===== src/sv/wsf_pkg.sv =====
// ----------------------------------------------------------------------------
// wsf_pkg
// Shared types and constants of the weighted spectral flux onset detector:
// field widths, saturation limits, the Q1.14 bin weight ROM and the
// controller/datapath command and status structs.
// ----------------------------------------------------------------------------
`default_nettype none

package wsf_pkg;

   localparam int IDX_W     = 6;
   localparam int MAX_BANDS = 1 << IDX_W;
   localparam int BAND_W    = 7;
   localparam int POWER_W   = 40;
   localparam int WEIGHT_W  = 15;
   localparam int PROD_W    = POWER_W + WEIGHT_W;
   localparam int ACC_W     = 62;

   localparam logic [BAND_W-1:0]  BAND_RESET = BAND_W'(MAX_BANDS);
   localparam logic [BAND_W-1:0]  BAND_MIN   = BAND_W'(2);
   localparam logic [BAND_W-1:0]  BAND_MAX   = BAND_W'(MAX_BANDS);
   localparam logic [POWER_W-1:0] POWER_MAX  = '1;
   localparam logic [ACC_W-1:0]   ACC_MAX    = '1;

   // round-half-up(16384 * (2/(10(k-1.3)^2+1) + 1/(0.01(k-45)^2+1))), bin 0 unused
   localparam logic [WEIGHT_W-1:0] WEIGHT_ROM [MAX_BANDS] = '{
      15'd0,     15'd18051, 15'd6395,  15'd1975,  15'd1363,  15'd1201,  15'd1158,  15'd1162,
      15'd1188,  15'd1229,  15'd1280,  15'd1339,  15'd1407,  15'd1482,  15'd1565,  15'd1656,
      15'd1756,  15'd1867,  15'd1988,  15'd2122,  15'd2269,  15'd2432,  15'd2612,  15'd2812,
      15'd3035,  15'd3283,  15'd3559,  15'd3869,  15'd4216,  15'd4607,  15'd5045,  15'd5539,
      15'd6094,  15'd6718,  15'd7417,  15'd8195,  15'd9055,  15'd9993,  15'd10998, 15'd12049,
      15'd13109, 15'd14126, 15'd15033, 15'd15756, 15'd16224, 15'd16386, 15'd16223, 15'd15755,
      15'd15033, 15'd14126, 15'd13109, 15'd12048, 15'd10997, 15'd9991,  15'd9053,  15'd8193,
      15'd7415,  15'd6716,  15'd6092,  15'd5536,  15'd5042,  15'd4603,  15'd4213,  15'd3865
   };

   typedef struct packed {
      logic load;
      logic square;
      logic rise;
      logic scale;
      logic acc;
   } wsf_cmd_type;

   typedef struct packed {
      logic item_active;
      logic item_last;
      logic out_free;
   } wsf_status_type;

endpackage

`default_nettype wire


===== src/sv/wsf_ctrl.sv =====
// ----------------------------------------------------------------------------
// wsf_ctrl
// Sequencer of the onset detector: accepts a bin, steps it through square,
// rise, scale and accumulate, and holds the last bin of a frame until the
// output register is free.
// ----------------------------------------------------------------------------
`default_nettype none

module wsf_ctrl
   import wsf_pkg::*;
(
   input  wire logic           clock,
   input  wire logic           reset,
   input  wire logic           req_valid,
   output logic                req_stall,
   input  wsf_status_type      status,
   output wsf_cmd_type         cmd
);

   typedef enum logic [4:0] {
      S_IDLE   = 5'b00001,
      S_SQUARE = 5'b00010,
      S_RISE   = 5'b00100,
      S_SCALE  = 5'b01000,
      S_ACC    = 5'b10000
   } state_type;

   state_type state_ff, state_in;
   logic      finish_ok;
   logic      take;

   assign finish_ok = !status.item_last || status.out_free;

   always_comb begin
      case (state_ff)
         S_IDLE:  take = 1'b1;
         S_ACC:   take = finish_ok;
         default: take = 1'b0;
      endcase
   end

   assign req_stall  = !take;
   assign cmd.load   = req_valid && take && status.item_active;
   assign cmd.square = (state_ff == S_SQUARE);
   assign cmd.rise   = (state_ff == S_RISE);
   assign cmd.scale  = (state_ff == S_SCALE);
   assign cmd.acc    = (state_ff == S_ACC) && finish_ok;

   always_comb begin
      case (state_ff)
         S_IDLE: begin
            state_in = cmd.load ? S_SQUARE : S_IDLE;
         end
         S_SQUARE: state_in = S_RISE;
         S_RISE:   state_in = S_SCALE;
         S_SCALE:  state_in = S_ACC;
         S_ACC: begin
            if (finish_ok) begin
               state_in = cmd.load ? S_SQUARE : S_IDLE;
            end else begin
               state_in = S_ACC;
            end
         end
         default:  state_in = S_IDLE;
      endcase
   end

   always_ff @(posedge clock) begin
      if (reset) begin
         state_ff <= S_IDLE;
      end else begin
         state_ff <= state_in;
      end
   end

`ifndef SYNTHESIS
   a_load_starts: assert property (@(posedge clock) disable iff (reset)
      cmd.load |=> state_ff == S_SQUARE)
      else $error("loaded bin did not enter square step");
   a_square_then_rise: assert property (@(posedge clock) disable iff (reset)
      state_ff == S_SQUARE |=> state_ff == S_RISE && $past(state_ff) == S_SQUARE)
      else $error("square step not followed by rise step");
   a_emit_needs_room: assert property (@(posedge clock) disable iff (reset)
      cmd.acc && status.item_last |-> status.out_free)
      else $error("frame result emitted into a full output register");
`endif

endmodule

`default_nettype wire


===== config.mk =====
export PLATFORM = sky130hd
export DESIGN_NAME = wsf_ctrl
export DESIGN_NICKNAME = d
export VERILOG_FILES = /design/src/sv/wsf_pkg.sv /design/src/sv/wsf_ctrl.sv
export SDC_FILE = /design/constraint.sdc
export NUM_CORES = 1
export LEC_CHECK = 0
export ABC_AREA = 1
export BUFFER_PORTS_ARGS = -buffer_cell sky130_fd_sc_hd__buf_2
export CAP_MARGIN = 40
export CORE_AREA = 2 2 39 41
export CTS_CLUSTER_SIZE = 20
export DETAILED_ROUTE_END_ITERATION = 12
export DIE_AREA = 0 0 41 43
export PLACE_DENSITY = 0.58
export REMOVE_ABC_BUFFERS = 1
export SYNTH_ARGS = -nofsm -noshare
export SYNTH_HDL_FRONTEND = slang
export SYNTH_SLANG_ARGS = --single-unit
export TNS_END_PERCENT = 1

===== constraint.sdc =====
create_clock -name clock -period 0.9 [get_ports clock]
set_input_delay 0.18 -clock clock [delete_from_list [all_inputs] [get_ports clock]]
set_output_delay 0.18 -clock clock [all_outputs]
set_load 0.1 [all_outputs]

After elaboration in Yosys (flattened, before gate mapping)
Index checks and enable logic that the tools add are counted.
W data, S select, Z words.
{ "word_totals": {"regBits": 5, "latchBits": 0, "ram_bits": 0, "mem_bits_ro": 0, "input_bits": 6, "output_inout_bits": 6, "word_cells": 16, "mem_count": 0} }
{ "classes": {"n_addsub": 0, "mul": 0, "n_div": 0, "n_lt_le_gt_ge": 0, "n_eq_ne": 5, "n_shift": 0, "n_mux": 4, "bitwise_logic": 0, "reduce_logical": 6} }
{ "ops": {"columns": ["cell", "n"], "rows": [
  ["$pmux W5 S5", 1],
  ["$eq A5 B1 Y1 const B", 1],
  ["$eq A5 B2 Y1 const B", 1],
  ["$eq A5 B3 Y1 const B", 1],
  ["$eq A5 B4 Y1 const B", 1],
  ["$eq A5 B5 Y1 const B", 1],
  ["$mux W5", 1],
  ["$logic_and A1 B1 Y1", 3],
  ["$logic_not A1 Y1", 2],
  ["$mux W2", 1],
  ["$pmux W1 S2", 1],
  ["$logic_or A1 B1 Y1", 1]
]} }

Logic depth before layout (Yosys ltp)
Gate-level depths: netlist of the first run.
{ "logic_depth": {"word_depth": 8, "ltp_mapped": 7, "depth_no_buf": 7} }

Worst setup path after synthesis of the first run
No wires, ideal clock.
{ "synth_path": {"kind": "register to register", "from": "register state_ff[3]", "to": "register state_ff[0]", "setup_ps": 117, "arrival_time_ps": 1594, "t_required_ps": 783, "path_slack_ps": -811, "path_stages_with_launch": 7, "path_buffers": 0, "synth_period_minus_slack_ps": 1711, "cell_sequence": "dfxtp_1 > nor2_4 > inv_1 > nor2_2 > nor2_1 > nand2_2 > nand3_2"} }
{ "synth_lines": {"columns": ["item", "line_no", "rtl"], "rows": [
  ["start, declared", "wsf_ctrl.sv:28", "state_type state_ff, state_in;"],
  ["start signal, assigned", "wsf_ctrl.sv:72", "state_ff <= state_in;"]
]} }

==> results.rst, run 1 <==
.. list-table::
   :header-rows: 1

   * - Metric
     - Value
   * - Result of the run
     - finished with violations
   * - Violated checks
     - setup timing
   * - Layout cell share with drive strength beyond 1
     - approximately 66%
   * - Filler-free cell count of the finished design
     - 84
   * - Path type of the worst min-delay path
     - primary input to register
   * - Register with the highest flop count
     - state_ff
   * - Final worst path period share
     - 159%
   * - Net total in the final layout
     - 75
   * - Number of global-route vias before repair
     - approximately 310
   * - Start of the worst register-to-register path
     - state_ff[2]$_SDFF_PP0_
   * - Final Hold Violating Endpoints
     - 0
   * - Footprint of the flip-flops and latches
     - 104 µm²
   * - Count of endpoints failing setup in the final report
     - 9
   * - Number of vias per cell
     - 4.11
   * - Slew of the pin with the lowest slew margin
     - roughly 0.17 ns
   * - Number of antenna violations at the first check in global routing
     - 0
   * - Die Area
     - between 1500 and 2000 µm²
   * - Hpwl dp
     - 538 µm
   * - Total global routing overflow
     - 0
   * - Cell seen most often among critical-path stages
     - nand2_2
   * - Pins over their slew limit
     - 0
   * - Total core area
     - around 1400 µm²
   * - Worst-path cell with the longest stage delay
     - dfxtp_2
   * - Filler instances
     - between 100 and 150
   * - Number of buffer and inverter instances along the worst setup path
     - 2
   * - 1st-pass router iterations
     - 3
   * - Cell count after placement
     - 76
   * - Main area contributors after synthesis
     - dfxtp_1 32%, inv_1 11%, nor2_4 11%
   * - Leading area contributor after synthesis
     - dfxtp_1
   * - Global-route wire length before repair
     - around 1100 µm
   * - Pwr dens
     - between 1000 and 1500 nW/µm²
   * - Number of H-tree branching levels
     - 1
   * - Worst Path Arrival
     - between 1 and 1.5 ns
   * - Crit path capture type
     - primary output
   * - Critical Path Start Type
     - register
   * - Leakage power figure
     - roughly 0.28 nW
   * - Footprint of the multi-input gates
     - roughly 190 µm²
   * - Clock Tree Buf Depth
     - 2
   * - Largest stage delay, worst path
     - about 0.32 ns
   * - Area share of the leading cell type in the synthesized netlist
     - between 30% and 40%
   * - Overall fraction of global-route tracks in use
     - between 10% and 20%
   * - Overall die height
     - 43 µm
   * - CP Class
     - register to primary output
   * - Worst-Skew Late Latency
     - roughly 0.24 ns
   * - Total routed wirelength
     - around 750 µm
   * - First DRT Iteration DRCs
     - 5
   * - Largest delay share family, worst path
     - simple AND/OR/NAND/NOR gates
   * - Required time reported for the critical path endpoint
     - 0.72 ns
   * - Post-detailed-route DRC marker count
     - 0
   * - Via Count
     - around 350
   * - Share of the yosys chip area belonging to registers
     - a little under a third
   * - Boundary pin count
     - 12
   * - Regs by FF count
     - state_ff: 5 flops
   * - Row Count
     - 14
   * - Per-instance average area after synthesis
     - between 6 and 7 µm²
   * - Worst setup slack before clock tree synthesis
     - -0.329 ns
   * - Maximum number of pins on one net before global-route repair
     - 6
   * - Sink count of the clock tree
     - 5
   * - Synth Instances
     - 46
   * - Unrepaired setup endpoints after global routing
     - true
   * - Yosys synthesis warning count
     - 0
   * - Master cell of the clock root buffer
     - clkbuf_4
   * - RD Place Congestion
     - slightly below 0.8
   * - Worst clock skew
     - around 0.002 ns
   * - Rel. slew slack
     - ~89%
   * - Layout overhead on the synthesized area
     - 83.8%
   * - Number of max-cap violations
     - 0
   * - Peak VDD IR
     - 0.632 mV
   * - Antenna Violating Nets Remaining
     - 0
   * - Top fanout value on the critical path
     - 4
   * - Hold Buf Count CTS
     - 0
   * - Worst Hold Launch
     - reset
   * - Clock input transition at the sequential cells of the worst setup and hold paths
     - roughly 0.04 ns
   * - Flip-flop and latch count after synthesis
     - 5
   * - Netlist cell types
     - 13
   * - CP cell instances
     - nor2_4, nand4_1, nand2_2, nand2_2, inv_2, buf_12
   * - WL/cell
     - between 8 and 9 µm
   * - CTS tree
     - yes
   * - Number of antenna repair diodes
     - 0
   * - Die boundary width
     - around 41 µm
   * - Shortest period the worst path allows
     - between 1 and 1.5 ns
   * - Number of buffer cells added on primary ports
     - 11
   * - Final WS setup
     - -0.527 ns
   * - Flip-flop count of the largest register, all copies and words added
     - 5
   * - Synth Cell Area
     - 317 µm²
   * - Highest attainable clock frequency
     - between 700 and 800 MHz
   * - Number of clock buffers inserted by TritonCTS
     - 3
   * - Crit path launch
     - state_ff[2]$_SDFF_PP0_
   * - Effective utilization at floorplan
     - a little under a quarter
## metal layers
metal	part of all wire [%]	vias up	GRT usage (%)	wire length, µm
met3	4.0	4	1.57	30
met2	52	9	13.1	388
met1	40	153	12.5	297
met4	4.5	0	12.0	34
li1	-	179	-	-
met5	0	-	0	0
## Yosys cell counts
| library cell | count |
|---|---|
| inv_1 | 9 |
| dfxtp_1 | 5 |
| nand2_1 | 5 |
| nor2_1 | 5 |
| nor2_2 | 5 |
| nand3_1 | 4 |
| nand2_2 | 3 |
| nor2_4 | 3 |
| inv_2 | 2 |
| nor3_1 | 2 |
| buf_4 | 1 |
| nand3_2 | 1 |
| nand4_1 | 1 |
## logic make-up after synthesis
kind of cell	after synthesis	share of synthesized area (%)
and+or+nand+nor	29	53.0
buffers and inverters	12	15.4
DFF	5	31.6
## final timing paths
| path | end | slack, ns | cells after the start |
|---|---|---|---|
| setup / recovery | cmd[4] | -0.53 | 6 |
| hold / removal | state_ff[1]$_SDFF_PP0_ | 0.17 | 2 |
| setup reg to reg | state_ff[1]$_SDFF_PP0_ | -0.25 | 7 |
| hold reg to reg | state_ff[3]$_SDFF_PP0_ | 0.60 | 3 |
## final cells by class
class                      instances  area share [%]
timing repair buffer              19            35.3
inverter                          11            7.10
multi-input combinational         29            31.8
tap                               16            3.44
sequential                         5            17.8
clock buffer                       4            4.52
## where the power goes
group / internal [mW] / switching [mW] / leakage (nW)
clock: 0.168 / 0.0916 / 0.0150
sequential: 0.231 / 0.00812 / 0.0413
combinational: 0.0954 / 0.147 / 0.225
total: 0.494 / 0.246 / 0.281
## cell usage in the layout, fill, tap and decap left out, types with 3 or more instances in the layout
cell type / netlist / routed
buf_4: 1 / 8
dfxtp_2: 0 / 3
inv_2: 2 / 6
buf_2: 0 / 5
nor2_1: 5 / 5
inv_1: 9 / 5
nand2_2: 3 / 4
nor2_4: 3 / 5
clkbuf_4: 0 / 3
nand3_1: 4 / 3
nand2_1: 5 / 4
nor2_2: 5 / 3
buf_12: 0 / 6
## per-stage QoR
| stage | hold slack (ns) | TNS (ns) | area (µm²) | total power [mW] | util (%) |
|---|---|---|---|---|---|
| floorplan | 0.247 | -4.39 | 309 | 0.379 | - |
| global placement | 0.411 | -1.88 | 504 | 0.460 | 36.4 |
| detailed placement | 0.420 | -2.01 | 504 | 0.463 | 36.4 |
| CTS | 0.169 | -3.36 | 569 | 0.741 | 41.1 |
| global route | 0.173 | -4.11 | 582 | 0.788 | 42.0 |
| finish | 0.169 | -3.42 | 582 | 0.740 | 42.0 |
## timing repair
action | in CTS | in global routing
pin swaps | 5 | 2
setup endpoints to repair | 9 | 9
buffers inserted | 3 | 1
resized for setup | 9 | 2
endpoints found under the hold margin | 0 | 0
Note: power is estimated with default switching activity, not from simulation.
==> inputs of run 2 (changes only) <==
==> constraint.sdc (replaced) <==
create_clock -name clock -period 0.9 [get_ports clock]
set_input_delay 0.18 -clock clock [delete_from_list [all_inputs] [get_ports clock]]
set_output_delay 0.18 -clock clock [all_outputs]
set_load 0.005 [all_outputs]
==> run 2 against run 1 <==
Net effect: the run still ends with setup timing left; sequential power hardly changed; clock power is 2% higher; utilization is 6.5 points lower; count of clock-buffer cells in the layout stayed put; via count is 0.87% higher; hold slack better by 0.016 ns; die area stayed put; worst setup slack better by 0.071 ns; design area is 15% lower; first-iteration DRC count is 80% higher; global-route usage is 0.40 points lower; critical path depth stayed put; critical path type unchanged; critical endpoint unchanged; largest cell class is now multi-input combinational cells.
==> results.rst, run 2 (synthesized netlist as in run 1, its figures left out) <==
.. list-table::
   :header-rows: 1

   * - Metric
     - Value
   * - Overall die height
     - 43 µm (unchanged)
   * - Number of clock buffers inserted by TritonCTS
     - 3 (unchanged)
   * - Peak VDD IR
     - 0.406 mV (-36%)
   * - Path type of the worst min-delay path
     - primary input to register
   * - Overall fraction of global-route tracks in use
     - 9.84% (-0.40 points)
   * - Hold Buf Count CTS
     - 0 (unchanged)
   * - Overall power consumption
     - 611 µW (-17%)
   * - Maximum number of pins on one net before global-route repair
     - 6 (unchanged)
   * - Shortest period the worst path allows
     - 1.36 ns (-0.0708 ns)
   * - Worst Path Arrival
     - 1.18 ns (-0.07 ns)
   * - Number of global-route vias before repair
     - 297 (-5.4%)
   * - Area of placed instances
     - 392 µm² (-22%)
   * - Regs by FF count
     - state_ff: 5 flops
   * - Register with the highest flop count
     - state_ff
   * - Number of max-cap violations
     - 0 (unchanged)
   * - Number of antenna repair diodes
     - 0 (unchanged)
   * - Number of antenna violations at the first check in global routing
     - 0 (unchanged)
   * - Global-route wire length before repair
     - 1100 µm (-3.0%)
   * - Register-to-register setup slack
     - -0.27 ns (-0.02 ns)
   * - CTS tree
     - yes
   * - Worst-Skew Late Latency
     - 0.24 ns (about the same)
   * - Final Hold Violating Endpoints
     - 0 (unchanged)
   * - Reg2reg path depth
     - 7 (unchanged)
   * - Pins over their slew limit
     - 0 (unchanged)
   * - Largest stage delay, worst path
     - 0.33 ns (about the same)
   * - Worst-path cell with the longest stage delay
     - dfxtp_2
   * - CP Class
     - register to primary output
   * - Cell count after placement
     - 73 (-3.9%)
   * - Worst-case hold path end point
     - state_ff[1]$_SDFF_PP0_
   * - Capture instance of the worst register-to-register path
     - state_ff[1]$_SDFF_PP0_
   * - 1st-pass router iterations
     - 4 (+1)
   * - Layout overhead on the synthesized area
     - 55.3%
   * - Most frequent standard cell in the layout excluding fill and tap cells
     - buf_2
   * - Top fanout value on the critical path
     - 4 (unchanged)
   * - Via Count
     - 348 (+0.87%)
   * - Net total in the final layout
     - 74 (-1.3%)
   * - Worst clock skew
     - 0.00359 ns (+0.00161 ns)
   * - Final worst path period share
     - 151% (-7.9 points)
   * - Slew of the pin with the lowest slew margin
     - 0.165 ns (-0.00715 ns)
   * - Total routed wirelength
     - 752 µm (+0.40%)
   * - Pwr dens
     - 1240 nW/µm² (-2.3%)
   * - Final non-filler cell area
     - 492 µm² (-15%)
   * - Critical Path Start Type
     - register
   * - Highest attainable clock frequency
     - 737 MHz (+5.2%)
   * - CP cell instances
     - nor2_4, nand4_1, nand2_2, nand2_2, inv_1, buf_2
   * - Result of the run
     - finished with violations
   * - Violated checks
     - setup timing
   * - Layout cell share with drive strength beyond 1
     - 62.7% (-3.5 points)
   * - Antenna Violating Nets Remaining
     - 0 (unchanged)
   * - Total negative slack
     - -3.04 ns (+0.375 ns)
   * - Largest delay share family, worst path
     - simple AND/OR/NAND/NOR gates
   * - Rel. slew slack
     - 89.0% (+0.49 points)
   * - Required time reported for the critical path endpoint
     - 0.72 ns (about the same)
   * - Clock Tree Buf Depth
     - 2 (unchanged)
   * - Master cell of the clock root buffer
     - clkbuf_4
   * - Post-detailed-route DRC marker count
     - 0 (unchanged)
   * - Final WS setup
     - -0.456 ns (+0.0708 ns)
   * - Leakage power figure
     - 0.262 nW (-6.8%)
   * - Number of vias per cell
     - 4.19 (+2.1%)
   * - Start of the worst register-to-register path
     - state_ff[3]$_SDFF_PP0_
   * - Most used cells in the layout excluding fill and tap cells
     - 10 x buf_2, 7 x inv_1, 7 x buf_4, 5 x nand2_1, 5 x nor2_1
   * - Hold-critical path depth
     - 2 (unchanged)
   * - Cell seen most often among critical-path stages
     - nand2_2
   * - Sink count of the clock tree
     - 5 (unchanged)
   * - Effective utilization at floorplan
     - 22.9% (unchanged)
   * - Number of H-tree branching levels
     - 1 (unchanged)
   * - Row Count
     - 14 (unchanged)
   * - WL/cell
     - 9.06 µm (+1.6%)
   * - Filler-free cell count of the finished design
     - 83 (-1.2%)
   * - Count of endpoints failing setup in the final report
     - 9 (unchanged)
   * - Die Area
     - 1760 µm² (unchanged)
   * - Die boundary width
     - 41 µm (unchanged)
   * - Boundary pin count
     - 12 (unchanged)
   * - Number of buffer and inverter instances along the worst setup path
     - 2 (unchanged)
   * - First DRT Iteration DRCs
     - 9 (+4)
   * - Total core area
     - 1380 µm² (unchanged)
   * - Total global routing overflow
     - 0 (unchanged)
   * - Worst Hold Launch
     - reset
   * - Crit path capture type
     - primary output
   * - Clock input transition at the sequential cells of the worst setup and hold paths
     - 0.05 ns (about the same)
   * - Number of buffer cells added on primary ports
     - 11 (unchanged)
   * - Flip-flop count of the largest register, all copies and words added
     - 5 (unchanged)
   * - Unrepaired setup endpoints after global routing
     - true
   * - RD Place Congestion
     - 0.751 (-4.8%)
   * - Hpwl dp
     - 514 µm (-4.6%)
   * - Tightest hold margin
     - 0.186 ns (+0.0162 ns)
==> run 2: final cells by class <==
| cell class | count | area, µm² |
|---|---|---|
| Clock buffer | 4 | 26.3 |
| Fill cell | 148 | 892 |
| Inverter | 11 | 41.3 |
| Multi-Input combinational cell | 29 | 188 |
| Sequential cell | 5 | 103 |
| Tap cell | 16 | 20.0 |
| Timing Repair Buffer | 18 | 114 |
==> run 2: how the worst max path moves through the flow <==
stage | from | endpoint | slack, ns | cells past startpoint
5_1_grt | state_ff[3]$_SDFF_PP0_ | cmd[4] | -0.54 | 6
3_3_place_gp | state_ff[3]$_SDFF_PP0_ | cmd[4] | -0.21 | 6
3_5_place_dp | state_ff[3]$_SDFF_PP0_ | cmd[4] | -0.23 | 6
4_1_cts | state_ff[2]$_SDFF_PP0_ | cmd[4] | -0.46 | 6
2_1_floorplan | state_ff[0]$_SDFF_PP1_ | cmd[4] | -0.06 | 6
6_report | state_ff[3]$_SDFF_PP0_ | cmd[4] | -0.46 | 6
==> run 2: stage by stage <==
stage	util [%]	setup slack, ns
3_5_place_dp	28.3	-0.231
6_report	35.5	-0.456
5_1_grt	35.5	-0.536
4_1_cts	32.0	-0.464
2_1_floorplan	-	-0.0647
3_3_place_gp	28.3	-0.207
==> run 2: power by group <==
group	leakage, nW	switching [mW]	internal, mW
Combinational	0.205	0.0614	0.0493
Clock	0.0150	0.0951	0.168
Sequential	0.0417	0.00797	0.230
==> run 2: timing repair <==
action / 4_1_cts / 5_1_grt
setup endpoints to repair: 8 / 10
gates resized for setup: 3 / 6
buffers inserted: 3 / 3
pin swaps: 7 / 5
==> run 2: metal layers <==
layer  GRT usage (%)  vias to the layer above  share of wire, %
li1                -                      178                 -
met1            10.3                      159                41
met2            14.1                        9                52
met3            1.57                        2               4.0
met4            12.0                        0               2.8
met5               0                        -                 0
==> inputs of run 3 (changes only) <==
--- a/config.mk
+++ b/config.mk
@@ -5,7 +5,6 @@
 export SDC_FILE = /design/constraint.sdc
 export NUM_CORES = 1
 export LEC_CHECK = 0
-export ABC_AREA = 1
 export BUFFER_PORTS_ARGS = -buffer_cell sky130_fd_sc_hd__buf_2
 export CAP_MARGIN = 40
 export CORE_AREA = 2 2 39 41
==> run 3 against run 2 <==
Net effect: the run still ends with setup timing left; hold slack improved by 0.040 ns; power grew 4.3%; register-to-register slack got worse by 0.28 ns; global-route usage grew 2.0 points; via count decreased by 0.57%; worst setup slack got worse by 0.25 ns; design area grew 10%; critical path depth down 1; largest cell class unchanged; highest routed layer is now met3.
==> results.rst, run 3 <==
.. list-table::
   :header-rows: 1

   * - Metric
     - Value
   * - Number of H-tree branching levels
     - 1 (unchanged)
   * - Post-synthesis share of cell area spent on full adders, half adders and majority gates
     - 0% (unchanged)
   * - Rel. slew slack
     - 82.3% (-6.7 points)
   * - Area of placed instances
     - 454 µm² (+16%)
   * - Final Hold Violating Endpoints
     - 0 (unchanged)
   * - Die Area
     - 1760 µm² (unchanged)
   * - Footprint of the flip-flops and latches
     - 105 µm² (+2.4%)
   * - Most used cells in the layout excluding fill and tap cells
     - 11 x buf_4, 10 x buf_2, 4 x nor3_2, 4 x nor2b_1, 4 x dfxtp_2
   * - Worst clock skew
     - 0.00627 ns (+0.00268 ns)
   * - Overall die height
     - 43 µm (unchanged)
   * - Number of max-cap violations
     - 0 (unchanged)
   * - Effective utilization at floorplan
     - 23.1% (+0.18 points)
   * - Share of the yosys chip area belonging to registers
     - 31.4% (-0.25 points)
   * - Number of buffer cells added on primary ports
     - 11 (unchanged)
   * - Number of antenna repair diodes
     - 0 (unchanged)
   * - Net total in the final layout
     - 68 (-8.1%)
   * - Filler instances
     - 149 (+0.68%)
   * - Endpoint of the worst setup timing path
     - cmd[4]
   * - Post-synthesis xor/xnor area fraction
     - 2.75% (+2.7 points)
   * - Row Count
     - 14 (unchanged)
   * - Synth Instances
     - 36 (-22%)
   * - Post-Synth Simple-Gate Area
     - 51.8% (-1.2 points)
   * - Register-to-register setup slack
     - -0.55 ns (-0.28 ns)
   * - Result of the run
     - finished with violations
   * - Area share of the leading cell type in the synthesized netlist
     - 31.4% (-0.25 points)
   * - Tightest hold margin
     - 0.226 ns (+0.0405 ns)
   * - Clock Tree Buf Depth
     - 2 (unchanged)
   * - Layout overhead on the synthesized area
     - 69.8%
   * - Routed length on met1
     - 356 µm (+15%)
   * - Synth Flop Type
     - dfxtp_1
   * - Flip-flop count of the largest register, all copies and words added
     - 5 (unchanged)
   * - Met3 routed wirelength
     - 59 µm (+97%)
   * - Post-detailed-route DRC marker count
     - 0 (unchanged)
   * - Most frequent standard cell in the layout excluding fill and tap cells
     - buf_4
   * - Main area contributors after synthesis
     - dfxtp_1 31%, nor2b_1 7.8%, nor3_2 6.3%
   * - Total negative slack
     - -5.30 ns (-2.26 ns)
   * - Netlist cell types
     - 21 (+8)
   * - Regs by FF count
     - state_ff: 5 flops
   * - RD Place Congestion
     - 0.763 (+1.7%)
   * - Path type of the worst min-delay path
     - primary input to register
   * - Number of vias per cell
     - 4.49 (+7.2%)
   * - Hold-critical path depth
     - 3 (+1)
   * - Final non-filler cell area
     - 542 µm² (+10%)
   * - Count of endpoints failing setup in the final report
     - 11 (+2)
   * - Total global routing overflow
     - 0 (unchanged)
   * - Number of clock buffers inserted by TritonCTS
     - 3 (unchanged)
   * - First DRT Iteration DRCs
     - 10 (+1)
   * - EDFF count, synth
     - 0 (unchanged)
   * - Most used standard cell by instance count after synthesis
     - dfxtp_1
   * - Commonest cells in the synthesized netlist
     - 5 x dfxtp_1, 4 x nor2b_1, 3 x nor2_1, 3 x nor3_1
   * - Worst-Skew Late Latency
     - 0.24 ns (about the same)
   * - Length of routed met2 wiring
     - 391 µm (+0.51%)
   * - Overall fraction of global-route tracks in use
     - 11.9% (+2.0 points)
   * - Flip-flop and latch count after synthesis
     - 5 (unchanged)
   * - Multiplexer share of the synthesized area
     - 0% (unchanged)
   * - Per-instance average area after synthesis
     - 8.86 µm² (+29%)
   * - Sink count of the clock tree
     - 5 (unchanged)
   * - Leakage power figure
     - 0.237 nW (-9.7%)
   * - Highest attainable clock frequency
     - 624 MHz (-15%)
   * - WL/cell
     - 10.5 µm (+16%)
   * - Unrepaired setup endpoints after global routing
     - true
   * - Shortest period the worst path allows
     - 1.60 ns (+0.246 ns)
   * - Boundary pin count
     - 12 (unchanged)
   * - Register with the highest flop count
     - state_ff
   * - Total routed wirelength
     - 808 µm (+7.4%)
   * - Complex-gate fraction of the synthesized area
     - 11.8% (+12 points)
   * - Maximum number of pins on one net before global-route repair
     - 9 (+3)
   * - Share of flip-flops with an asynchronous set or reset after synthesis
     - 0% (unchanged)
   * - CP Class
     - register to primary output
   * - Synth Cell Area
     - 319 µm² (+0.79%)
   * - Antenna Violating Nets Remaining
     - 0 (unchanged)
   * - Violated checks
     - setup timing
   * - Start of the worst register-to-register path
     - state_ff[1]$_SDFF_PP0_
   * - CTS tree
     - yes
   * - Clock input transition at the sequential cells of the worst setup and hold paths
     - 0.05 ns (about the same)
   * - Uppermost signal routing layer after detailed routing
     - met3
   * - Pwr dens
     - 1180 nW/µm² (-5.3%)
   * - Capture instance of the worst register-to-register path
     - state_ff[4]$_SDFF_PP0_
   * - Reg2reg path depth
     - 5 (-2)
   * - Total core area
     - 1380 µm² (unchanged)
   * - Number of global-route vias before repair
     - 334 (+12%)
   * - Worst Path Arrival
     - 1.42 ns (+0.24 ns)
   * - Final worst path period share
     - 178% (+27 points)
   * - Global-route wire length before repair
     - 1370 µm (+24%)
   * - Hold Buf Count CTS
     - 0 (unchanged)
   * - Pins over their slew limit
     - 0 (unchanged)
   * - Footprint of the multi-input gates
     - 246 µm² (+31%)
   * - Dominant combinational cell family by area after synthesis
     - simple AND/OR/NAND/NOR gates
   * - Crit path capture type
     - primary output
   * - Yosys synthesis warning count
     - 0 (unchanged)
   * - Leading area contributor after synthesis
     - dfxtp_1
   * - Required time reported for the critical path endpoint
     - 0.72 ns (about the same)
   * - Master cell of the clock root buffer
     - clkbuf_4
   * - Final core area utilization
     - 39.2% (+3.6 points)
   * - Via Count
     - 346 (-0.57%)
   * - Number of antenna violations at the first check in global routing
     - 0 (unchanged)
   * - Layout cell share with drive strength beyond 1
     - 68.9% (+6.2 points)
   * - Peak VDD IR
     - 0.829 mV (+100%)
   * - 1st-pass router iterations
     - 4 (unchanged)
   * - Top fanout value on the critical path
     - 3 (-1)
   * - Critical Path Start Type
     - register
   * - Overall power consumption
     - 638 µW (+4.3%)
   * - Slew of the pin with the lowest slew margin
     - 0.265 ns (+0.100 ns)
   * - Final WS setup
     - -0.703 ns (-0.246 ns)
   * - Die boundary width
     - 41 µm (unchanged)
   * - Hpwl dp
     - 552 µm (+7.5%)
   * - Crit path launch
     - state_ff[0]$_SDFF_PP1_
## run 3: stage by stage
step,std cells,worst slack [ns]
2_1_floorplan,35,-0.483
3_3_place_gp,71,-0.532
3_5_place_dp,71,-0.540
4_1_cts,77,-0.711
5_1_grt,77,-0.801
6_report,77,-0.703
## run 3: cells by family after synthesis
logic type                Yosys count
xor gates and xnor gates            1
AOI/OAI and AO/OA                   5
buffers and inverters               1
and+or+nand+nor                    24
DFF                                 5
## run 3: timing repair
| item | in CTS | in global routing |
|---|---|---|
| setup buffers | 2 | 0 |
| resized for setup | 7 | 6 |
| endpoints found under the setup margin | 11 | 11 |
| pin swaps | 4 | 1 |
| endpoints found under the hold margin | 0 | 0 |
## run 3: how the worst min path moves through the flow
stage | startpoint | endpoint | slack [ns]
finish | req_valid | state_ff[1]$_SDFF_PP0_ | 0.23
global route | reset | state_ff[2]$_SDFF_PP0_ | 0.25
CTS | req_valid | state_ff[1]$_SDFF_PP0_ | 0.23
detailed placement | reset | state_ff[3]$_SDFF_PP0_ | 0.48
global placement | reset | state_ff[3]$_SDFF_PP0_ | 0.48
floorplan | reset | state_ff[3]$_SDFF_PP0_ | 0.25
## run 3: worst max-delay path: stages, from the launching register on
cell	delay [ns]
dfxtp_2	0.31
or3_4	0.39
nor3b_4	0.20
nor2_2	0.07
nor2_1	0.08
buf_2	0.11
## run 3: final cells by class
| type | instances | area share (%) |
|---|---|---|
| Clock buffer | 4 | 4.85 |
| Multi-Input combinational cell | 30 | 45.5 |
| Sequential cell | 5 | 19.4 |
| Tap cell | 16 | 3.70 |
| Timing Repair Buffer | 22 | 26.6 |
## run 3: metal layers
| metal | vias to the layer above | global-route usage, % |
|---|---|---|
| met5 | - | 0 |
| met4 | 0 | 6.00 |
| met3 | 0 | 4.71 |
| met2 | 12 | 17.8 |
| li1 | 182 | - |
| met1 | 152 | 14.0 |
## run 3: report_power, final
group          leakage (nW)  switching (mW)  total (mW)  internal [mW]
Sequential           0.0417         0.00463       0.236          0.231
Clock                0.0150          0.0929       0.261          0.168
Combinational         0.180          0.0662       0.141         0.0747
